$ cat src/dq_pkg.sv
package dq_pkg;

    // Store geometry
    localparam int DEPTH   = 64;
    localparam int ADDR_W  = $clog2(DEPTH);
    localparam int COUNT_W = $clog2(DEPTH + 1);
    localparam int VALUE_W = 32;
    localparam int KIND_W  = 3;
    localparam int POS_W   = 6;
    localparam int STAT_W  = 2;

    // Stream payload widths (padded to whole bytes)
    localparam int IN_DATA_W  = ((VALUE_W + POS_W + 7) / 8) * 8;
    localparam int OUT_DATA_W = ((VALUE_W + COUNT_W + 7) / 8) * 8;

    localparam logic [COUNT_W-1:0] FULL_COUNT = COUNT_W'(DEPTH);

    typedef enum logic [KIND_W-1:0] {
        OP_PUSH_FRONT = 3'd0,
        OP_PUSH_BACK  = 3'd1,
        OP_POP_FRONT  = 3'd2,
        OP_POP_BACK   = 3'd3,
        OP_READ       = 3'd4
    } op_t;

    typedef enum logic [STAT_W-1:0] {
        ST_OK    = 2'd0,
        ST_FULL  = 2'd1,
        ST_EMPTY = 2'd2,
        ST_RANGE = 2'd3
    } status_t;

    // Controller to datapath
    typedef struct packed {
        logic load_in;
        logic exec;
        logic load_out;
    } dq_cmd_t;

    // Datapath to controller
    typedef struct packed {
        logic out_free;
    } dq_stat_t;

endpackage

$ cat src/dq_ctrl.sv
module dq_ctrl
    import dq_pkg::*;
(
    input  logic     clk,
    input  logic     rst_n,
    input  logic     s_tvalid,
    output logic     s_tready,
    input  dq_stat_t stat,
    output dq_cmd_t  cmd
);

    typedef enum logic [2:0] {
        S_IDLE = 3'b001,
        S_EXEC = 3'b010,
        S_DONE = 3'b100
    } state_t;

    state_t state_reg;
    state_t state_next;

    // Advance through capture, store access and result load
    always_comb
    begin
        state_next = state_reg;
        unique case (state_reg)
            S_IDLE:
            begin
                if (s_tvalid)
                begin
                    state_next = S_EXEC;
                end
            end
            S_EXEC:
            begin
                state_next = S_DONE;
            end
            S_DONE:
            begin
                if (stat.out_free)
                begin
                    state_next = S_IDLE;
                end
            end
            default:
            begin
                state_next = S_IDLE;
            end
        endcase
    end

    always_ff @(posedge clk or negedge rst_n)
    begin
        if (!rst_n)
        begin
            state_reg <= S_IDLE;
        end
        else
        begin
            state_reg <= state_next;
        end
    end

    assign s_tready     = (state_reg == S_IDLE);
    assign cmd.load_in  = s_tvalid && (state_reg == S_IDLE);
    assign cmd.exec     = (state_reg == S_EXEC);
    assign cmd.load_out = (state_reg == S_DONE) && stat.out_free;

endmodule

$ cat src/dq_datapath.sv
module dq_datapath
    import dq_pkg::*;
(
    input  logic                   clk,
    input  logic                   rst_n,
    input  dq_cmd_t                cmd,
    output dq_stat_t               stat,
    input  logic [KIND_W-1:0]      in_kind,
    input  logic [VALUE_W-1:0]     in_value,
    input  logic [POS_W-1:0]       in_position,
    output logic                   out_valid,
    input  logic                   out_ready,
    output logic [STAT_W-1:0]      out_status,
    output logic [VALUE_W-1:0]     out_value,
    output logic [COUNT_W-1:0]     out_count
);

    // Captured transaction
    op_t                op_reg;
    logic [VALUE_W-1:0] value_reg;
    logic [POS_W-1:0]   pos_reg;

    // Deque state
    logic [ADDR_W-1:0]  front_reg;
    logic [ADDR_W-1:0]  front_next;
    logic [COUNT_W-1:0] count_reg;
    logic [COUNT_W-1:0] count_next;

    // Store and its registered read
    logic [VALUE_W-1:0] store_mem [DEPTH];
    logic [VALUE_W-1:0] rd_data_reg;

    // Result held between access and output load
    status_t            res_status_reg;
    status_t            res_status_next;
    logic               res_take_reg;
    logic               res_take_next;

    // Output register
    logic               out_valid_reg;
    logic [STAT_W-1:0]  out_status_reg;
    logic [VALUE_W-1:0] out_value_reg;
    logic [COUNT_W-1:0] out_count_reg;

    logic [ADDR_W-1:0]  addr;
    logic               wr_en;
    logic               is_full;
    logic               is_empty;

    assign is_full  = (count_reg == FULL_COUNT);
    assign is_empty = (count_reg == '0);

    // Capture the accepted transaction
    always_ff @(posedge clk)
    begin
        if (cmd.load_in)
        begin
            op_reg    <= op_t'(in_kind);
            value_reg <= in_value;
            pos_reg   <= in_position;
        end
    end

    // Decode the operation into a ring address and the next pointer state
    always_comb
    begin
        front_next      = front_reg;
        count_next      = count_reg;
        addr            = front_reg;
        wr_en           = 1'b0;
        res_status_next = ST_OK;
        res_take_next   = 1'b0;
        case (op_reg)
            OP_PUSH_FRONT:
            begin
                addr = front_reg - ADDR_W'(1);
                if (is_full)
                begin
                    res_status_next = ST_FULL;
                end
                else
                begin
                    wr_en      = 1'b1;
                    front_next = addr;
                    count_next = count_reg + COUNT_W'(1);
                end
            end
            OP_PUSH_BACK:
            begin
                addr = front_reg + count_reg[ADDR_W-1:0];
                if (is_full)
                begin
                    res_status_next = ST_FULL;
                end
                else
                begin
                    wr_en      = 1'b1;
                    count_next = count_reg + COUNT_W'(1);
                end
            end
            OP_POP_FRONT:
            begin
                addr = front_reg;
                if (is_empty)
                begin
                    res_status_next = ST_EMPTY;
                end
                else
                begin
                    res_take_next = 1'b1;
                    front_next    = front_reg + ADDR_W'(1);
                    count_next    = count_reg - COUNT_W'(1);
                end
            end
            OP_POP_BACK:
            begin
                addr = front_reg + count_reg[ADDR_W-1:0] - ADDR_W'(1);
                if (is_empty)
                begin
                    res_status_next = ST_EMPTY;
                end
                else
                begin
                    res_take_next = 1'b1;
                    count_next    = count_reg - COUNT_W'(1);
                end
            end
            OP_READ:
            begin
                addr = front_reg + ADDR_W'(pos_reg);
                if (COUNT_W'(pos_reg) >= count_reg)
                begin
                    res_status_next = ST_RANGE;
                end
                else
                begin
                    res_take_next = 1'b1;
                end
            end
            default:
            begin
                res_status_next = ST_OK;
            end
        endcase
    end

    // Update pointers on the access cycle
    always_ff @(posedge clk or negedge rst_n)
    begin
        if (!rst_n)
        begin
            front_reg <= '0;
            count_reg <= '0;
        end
        else if (cmd.exec)
        begin
            front_reg <= front_next;
            count_reg <= count_next;
        end
    end

    // Store access: write on push, registered read on every access
    always_ff @(posedge clk)
    begin
        if (cmd.exec)
        begin
            if (wr_en)
            begin
                store_mem[addr] <= value_reg;
            end
            rd_data_reg    <= store_mem[addr];
            res_status_reg <= res_status_next;
            res_take_reg   <= res_take_next;
        end
    end

    // Output register valid: set on load, drop on transaction
    always_ff @(posedge clk or negedge rst_n)
    begin
        if (!rst_n)
        begin
            out_valid_reg <= 1'b0;
        end
        else if (cmd.load_out)
        begin
            out_valid_reg <= 1'b1;
        end
        else if (out_ready)
        begin
            out_valid_reg <= 1'b0;
        end
    end

    // Output payload
    always_ff @(posedge clk)
    begin
        if (cmd.load_out)
        begin
            out_status_reg <= res_status_reg;
            out_value_reg  <= res_take_reg ? rd_data_reg : '0;
            out_count_reg  <= count_reg;
        end
    end

    assign stat.out_free = !out_valid_reg || out_ready;
    assign out_valid     = out_valid_reg;
    assign out_status    = out_status_reg;
    assign out_value     = out_value_reg;
    assign out_count     = out_count_reg;

endmodule

$ cat src/double_ended_queue.sv
// Channel   Dir  tdata (low bit up)                  tuser       tlast
// s_*       in   push_value[31:0], position[37:32]   kind[2:0]   -
// m_*       out  out_value[31:0], entry_count[38:32] status[1:0] -
//
// Each transaction passes through three steps: capture, one store access, and
// the output load; the single-port store with its registered read sets this.
// A new transaction is taken while the previous result waits at the output.
// Reset clears the front pointer, the count, the controller state and the
// output valid flag; the store itself is not cleared. A stalled result keeps
// the next result in the load stage, and input is refused, until the output
// register frees up.
module double_ended_queue
    import dq_pkg::*;
(
    input  logic                  clk,
    input  logic                  rst_n,
    input  logic                  s_tvalid,
    output logic                  s_tready,
    input  logic [IN_DATA_W-1:0]  s_tdata,   // push_value[31:0], position[37:32]
    input  logic [KIND_W-1:0]     s_tuser,   // kind[2:0]
    output logic                  m_tvalid,
    input  logic                  m_tready,
    output logic [OUT_DATA_W-1:0] m_tdata,   // out_value[31:0], entry_count[38:32]
    output logic [STAT_W-1:0]     m_tuser    // status[1:0]
);

    dq_cmd_t            cmd;
    dq_stat_t           stat;
    logic [VALUE_W-1:0] res_value;
    logic [COUNT_W-1:0] res_count;

    dq_ctrl u_ctrl (
        .clk      (clk),
        .rst_n    (rst_n),
        .s_tvalid (s_tvalid),
        .s_tready (s_tready),
        .stat     (stat),
        .cmd      (cmd)
    );

    dq_datapath u_dp (
        .clk         (clk),
        .rst_n       (rst_n),
        .cmd         (cmd),
        .stat        (stat),
        .in_kind     (s_tuser),
        .in_value    (s_tdata[VALUE_W-1:0]),
        .in_position (s_tdata[VALUE_W+POS_W-1:VALUE_W]),
        .out_valid   (m_tvalid),
        .out_ready   (m_tready),
        .out_status  (m_tuser),
        .out_value   (res_value),
        .out_count   (res_count)
    );

    // Pack the result, zero fill to whole bytes
    assign m_tdata = OUT_DATA_W'({res_count, res_value});

endmodule

$ cat config.mk
export PLATFORM = sky130hd
export DESIGN_NAME = double_ended_queue
export DESIGN_NICKNAME = d
export VERILOG_FILES = /design/src/dq_pkg.sv /design/src/dq_ctrl.sv /design/src/dq_datapath.sv /design/src/double_ended_queue.sv
export SDC_FILE = /design/constraint.sdc
export NUM_CORES = 2
export LEC_CHECK = 0
export BUFFER_PORTS_ARGS = -buffer_cell sky130_fd_sc_hd__buf_2
export CAP_MARGIN = 20
export CORE_ASPECT_RATIO = 0.5
export CORE_MARGIN = 1.5
export CORE_UTILIZATION = 30
export CTS_CLUSTER_DIAMETER = 150
export DETAILED_ROUTE_END_ITERATION = 10
export PLACE_DENSITY_LB_ADDON = 0.12
export SETUP_SLACK_MARGIN = 0.15
export SLEW_MARGIN = 20
export SYNTH_ARGS = -nofsm -noshare
export SYNTH_HDL_FRONTEND = slang
export SYNTH_SLANG_ARGS = --single-unit
$ cat constraint.sdc
create_clock -name clk -period 11.27 [get_ports clk]
set_input_delay 0.5635 -clock clk [delete_from_list [all_inputs] [get_ports clk]]
set_output_delay 0.5635 -clock clk [all_outputs]
set_load 0.01 [all_outputs]
Word level (Yosys, flattened, before mapping)
Memory sizes are Yosys's and may differ from the RTL's. A register that Yosys moved wholly into a read port is not among the register bits.
Index checks and enable logic that the tools add are counted.
Widths: inputs -> output; s select.
- mux-type cells: 24
- reduce and logical (&&, ||, !) cells: 14
- add/sub/neg operators: 7
- eq/ne operators: 14
- magnitude comparators: 1
- operator list (operator ; count):
    $pmux 6 s4 ; 1
    $mux 7 ; 2
    $pmux 7 s2 ; 1
    $add 6x6->6 ; 2
    $mux 6 ; 2
    $pmux 6 s2 ; 1
    $sub 6x1->6 const B ; 2
    $mux 1 ; 10
    $ne 2x2->1 const B ; 5
    $eq 3x2->1 const B ; 3
    $pmux 3 s3 ; 1
    $reduce_and 4->1 ; 2
    $add 7x1->7 const B ; 1
    $eq 7x7->1 const B ; 1
    $ge 6x7->1 ; 1
    $logic_not 7->1 ; 1
    $sub 7x1->7 const B ; 1
    $add 6x1->6 const B ; 1
    $eq 3x1->1 const B ; 2
    $eq 3x3->1 const B ; 2
    $mux 3 ; 2
    $pmux 2 s3 ; 1
    $reduce_bool 2->1 ; 3
    $mux 2 ; 2
    8 further kinds ; 10
- output and inout bits: 44
- bits of input ports: 47
- RAM bits: 2048
- word-level logic and storage cells: 73
- memories: 1
- flip-flop bits (word level): 102
- memory list (memory ; depth ; bits a word ; rd ports ; clocked after Yosys merged registers in ; write ports ; RTL line ; RTL):
    u_dp.store_mem ; 64 ; 32 ; 1 ; 1 ; 1 ; dq_datapath.sv:30 ; logic [VALUE_W-1:0] store_mem [DEPTH];

Longest topological paths before layout
- word-level depth: 6
- gate-level depth with buffers: 14
- depth with buffers taken out: 12

Hierarchy
A second synthesis with hierarchy kept.
- cells, all modules: 5002
- area total of the unflattened synthesis: 84712.5 um^2
- modules (own cells, without submodules) (module ; area each (um^2) ; times used ; sequential area each (um^2) ; cells an instance):
    dq_datapath ; 84539.8 ; 1 ; 65362.7 ; 4988
    dq_ctrl ; 161.4 ; 1 ; 76.3 ; 12
    double_ended_queue ; 11.3 ; 1 ; 0.0 ; 2

Worst setup path before layout
Ideal clock, no wire load.
- path type: flip-flop to flip-flop
- from: register u_dp.count_reg[0]
- to: memory u_dp.store_mem[10][0], enable pin
- stages on the path, launching flop included: 14
- buffers on the path: 3
- required time: 10.849 ns
- setup time: 0.421 ns
- data arrival time: 4.456 ns
- clock period less this slack: 4.878 ns
- slack: 6.392 ns
- cells stage by stage: dfrtp_1 ha_1 inv_1 fa_1 ha_1 a22o_1 nand2_1 o221a_2 buf_2 clkbuf_1 clkbuf_1 nand3_1 or3_1 nor2_1
- longest elaborated chain between the ends: 6
- elaborated cells between the ends (all ways): 9
- classes of those cells: 2 x add/sub; 1 x eq/ne; 6 x mux
- RTL lines (element ; RTL line ; RTL):
    start, declared ; dq_datapath.sv:26 ; logic [COUNT_W-1:0] count_reg;
    start signal, assigned ; dq_datapath.sv:158 ; count_reg <= count_next;
    parallel branches: the longest is 6 deep, another holds $add 6x6->6 ; n/a ;
    end, declared ; dq_datapath.sv:30 ;
Parallel ways; which one is timed is not known.

Worst setup path after layout
- from: register u_dp.count_reg[0]
- to: register u_dp.rd_data_reg[18] (read register of u_dp.store_mem) (data pin)
- longest elaborated chain between the ends: 3
- RTL lines (element ; RTL line ; RTL):
    $add 6x6->6 (*) ; dq_datapath.sv:90, dq_datapath.sv:117 ;
    $sub 6x1->6 ; dq_datapath.sv:117 ; addr = front_reg + count_reg[ADDR_W-1:0] - ADDR_W'(1);
    $pmux 6 s4 (*) ; dq_datapath.sv:73 ; case (op_reg)
    end, declared ; dq_datapath.sv:31 ; logic [VALUE_W-1:0] rd_data_reg;
Mark *: on every way between the ends. The rest lies on a longest branch, timed or not.
A chain may end at the register's enable or synchronous reset.

==> flow_summary.ini <==
[min_path]
hold_path.class = in -> async

[drt]
detail-route-antenna-nets = 0
drtIter0Drc = 5660
vias = 53600
routed_via_density = 5.62
drt-total-wl_um = 295000
drcViolationCount = 0
dr.pass1.iters = 5
avgRoutedWirePerCell_um = 31.0

[synthesis]
synth_compound_gate_area_share_pct = 11.1
synth-async-reset-ratio_pct = 0.779
post_synth_and_or_nand_nor_area_fraction_pct = 3.44
synth_fp_nets = 5510
synth-seq-area-share_pct = 73.3
dominantRegCellSynth = sky130_fd_sc_hd__edfxtp_1
post_synth_main_area_contributors = sky130_fd_sc_hd__edfxtp_1, sky130_fd_sc_hd__mux4_2, sky130_fd_sc_hd__a31oi_1
synthXorXnorAreaFrac_pct = 0.252
syn_area_per_cell_um2 = 16.4
synthDominantCellAreaShare_pct = 72.8
synth-warning-count = 0
total_standard_cell_area_after_synthesis_um2 = 89300
post_synth_num_cell_types = 68
post_synth_inst_count = 5436
flip_flop_and_latch_count_after_synthesis = 2182
synth_adder_area_share_pct = 0.404
synth-edff-count = 2165
synth_top_family_by_area = compound AO/OA/AOI/OAI gates
synth_area_leader_cell = sky130_fd_sc_hd__edfxtp_1
synth.area.mux_share_pct = 6.85

[critical_path]
endpoint_kind = flip-flop
cp_data_arrival_time_ps = 7100
worst_ep_required_time_ps = 11880
maximum_net_fanout_on_the_critical_path = 179
setup.worst_path.class = reg -> reg
startpoint_type = flip-flop

[clocking]
hold_buffers = 44
ctsLongestPathBuffers = 4
cts_setup_buffers = 0
cts_repair_resize_count = 0
h-tree-depth = 4
worst_skew_pair.late_latency_ps = 880
clkSinkCount = 2182
clk_pin_slew_worst_paths_ps = 60
cts_inserted_buffers = 220
clock_tree.root_cell = sky130_fd_sc_hd__clkbuf_16
cts_tree = built

[placed_design]
dpl.cell_count = 9108
dp_hpwl_um = 141000
globalplace.congestion = 0.742
numPortBuffers = 87

[global_route]
via_count_of_the_first_global_routing_pass = 54900
grt_use_met2_pct = 30.2
grt_first_pass_wirelength_um = 416000
gr-usage-met3_pct = 3.15
groute.usage.overall_pct = 19.1
busiest_layer = met2
total_congestion_overflow = 0
met1_usage_pct = 27.4
initial_antenna_violation_count = 12
grt_start_max_net_pins = 180

[status]
run_status = completed

[layout]
num-nets-final = 5516
final_cells = 9541
largest_register = u_dp.store_mem
area_growth_pct = 14.0
final_core_util_pct = 34.4
largest_register_ffs = 2048
drive_above_1_share_pct = 15.8

[timing]
worst_hold_margin_ps = 192
maxSlewHeadroom_pct = 13.4
final.setup.tns_ps = 0
report.final.setup_viol = 0
min_period_ps = 6490
fin_crit_sh_pct = 57.6
hold_viol_final = 0
final-max-slew-violation-count = 0
worst_pin_slew_ps = 1260
fin_skew_ps = 46.8
fmaxAchievable_mhz = 154
grt_setup_unrepaired = false

[pwr]
p_total_uw = 29100
p_leak_uw = 0.0323
peakVddDrop_uv = 443
power_density_nw_per_um2 = 286

[floorplan]
io-pin-count = 91
dieArea_um2 = 301000
start_util_pct = 30.2
placementRows = 141
die_width_um = 775
core_region_area_um2 = 296000
die_height_um = 389

[job]
max_cap_violations = 0
[cell usage in the layout (no fill, tap or decap), types with 4 or more instances in the layout]
cell type                       count
sky130_fd_sc_hd__nor2_4            70
sky130_fd_sc_hd__mux4_2           256
sky130_fd_sc_hd__buf_4            161
sky130_fd_sc_hd__a31oi_1          513
sky130_fd_sc_hd__nor4_1           321
sky130_fd_sc_hd__ha_1              24
sky130_fd_sc_hd__clkbuf_1          61
sky130_fd_sc_hd__edfxtp_1        2165
sky130_fd_sc_hd__a211o_1           33
sky130_fd_sc_hd__nand3_1            8
sky130_fd_sc_hd__o21ai_0           17
sky130_fd_sc_hd__buf_12            15
sky130_fd_sc_hd__bufinv_16         15
sky130_fd_sc_hd__nor2b_1            5
sky130_fd_sc_hd__a2111oi_0        256
sky130_fd_sc_hd__mux2i_1           31
sky130_fd_sc_hd__or3_1             19
sky130_fd_sc_hd__a22oi_1          129
sky130_fd_sc_hd__dlygate4sd3_1     44
sky130_fd_sc_hd__buf_2             87
sky130_fd_sc_hd__nand2b_1           9
sky130_fd_sc_hd__a21o_1            10
sky130_fd_sc_hd__clkinv_2          23
sky130_fd_sc_hd__nor3_1             5
sky130_fd_sc_hd__dfrtp_1           16
sky130_fd_sc_hd__inv_1            524
sky130_fd_sc_hd__clkbuf_16        223
sky130_fd_sc_hd__xor2_1             9
sky130_fd_sc_hd__nand2_1           28
sky130_fd_sc_hd__nor2_1            19
sky130_fd_sc_hd__and2_1            33
sky130_fd_sc_hd__clkinv_1          57
sky130_fd_sc_hd__mux2i_2            4
sky130_fd_sc_hd__diode_2            4
sky130_fd_sc_hd__a21oi_1           15
sky130_fd_sc_hd__a211oi_1          66
sky130_fd_sc_hd__xnor2_1           14
sky130_fd_sc_hd__a221oi_1         256
[cell usage after synthesis, drive strengths merged (3+ instances only)]
library cell	count
a2111oi	257
a211o	34
a211oi	67
a21o	10
a21oi	15
a221oi	256
a22o	3
a22oi	130
a31oi	513
and2	35
and3	3
buf	107
clkbuf	416
dfrtp	16
edfxtp	2165
fa	3
ha	24
inv	526
mux2i	35
mux4	256
nand2	29
nand2b	9
nand3	8
nand4	3
nor2	89
nor2b	5
nor3	5
nor4	324
o21ai	19
o21bai	3
or3	19
xnor2	14
xor2	9
[where the power goes]
part / total, µW / leakage [µW] / switching [µW] / internal (µW)
Clock: 7050 / 0.00323 / 3110 / 3940
Combinational: 12400 / 0.00941 / 8600 / 3770
Sequential: 9650 / 0.0197 / 122 / 9530
[metrics by stage]
step,worst slack (ps),area [µm²]
CTS,4840,102000
global placement,4920,94700
global route,4490,102000
detailed placement,4850,94700
finish,4780,102000
floorplan,6390,89300
[logic make-up (layout without fill, tap and decap cells)]
| family | after synthesis | in the layout |
|---|---|---|
| mux | 291 | 291 |
| buf+inv | 1049 | 1218 |
| other cells | 1 | 5 |
| compound gates | 1326 | 1326 |
| fa+ha+maj | 27 | 27 |
| flops | 2182 | 2182 |
| simple gates | 536 | 536 |
| xor+xnor | 24 | 24 |
[worst paths after layout]
path	depth (start not counted)	startpoint	slack, ps	to
setup / recovery	12	u_dp.count_reg[0]	4780	u_dp.rd_data_reg[18]
hold / removal	2	rst_n	190	u_ctrl.state_reg[2]
setup reg to reg	12	u_dp.count_reg[0]	4780	u_dp.rd_data_reg[18]
hold reg to reg	0	u_dp.res_status_reg[0]	440	u_dp.out_status[0]
max in group asynchronous	2	rst_n	10740	u_ctrl.state_reg[0]
min in group clk	2	s_tuser[1]	420	u_dp.op_reg[1]
[final cells by class]
class | count | area, µm²
Inverter | 526 | 1970
Fill cell | 28100 | 194000
Timing Repair Buffer | 307 | 2380
Clock buffer | 284 | 5810
Clock inverter | 101 | 841
Sequential cell | 2182 | 65400
Multi-Input combinational cell | 2205 | 20400
Antenna cell | 4 | 10.0
Tap cell | 3932 | 4920
[critical path, cell delays in order (launching register included)]
cell                        delay (ps)
sky130_fd_sc_hd__dfrtp_1           520
sky130_fd_sc_hd__ha_1              410
sky130_fd_sc_hd__nor3b_1            90
sky130_fd_sc_hd__o21ai_4           350
sky130_fd_sc_hd__buf_12            610
sky130_fd_sc_hd__buf_4             810
sky130_fd_sc_hd__buf_4             920
sky130_fd_sc_hd__a31oi_1           190
sky130_fd_sc_hd__a2111oi_0         430
sky130_fd_sc_hd__nor4_1            110
sky130_fd_sc_hd__nor4_1            590
sky130_fd_sc_hd__mux2i_1           510
sky130_fd_sc_hd__a211o_1           410
[routing by layer]
layer | wire [µm] | vias to the layer above
met5 | 0 | -
met4 | 7350 | 0
met3 | 19200 | 422
met2 | 134000 | 1934
met1 | 135000 | 28700
li1 | - | 22500
Note: power is estimated with default switching activity, not from simulation.
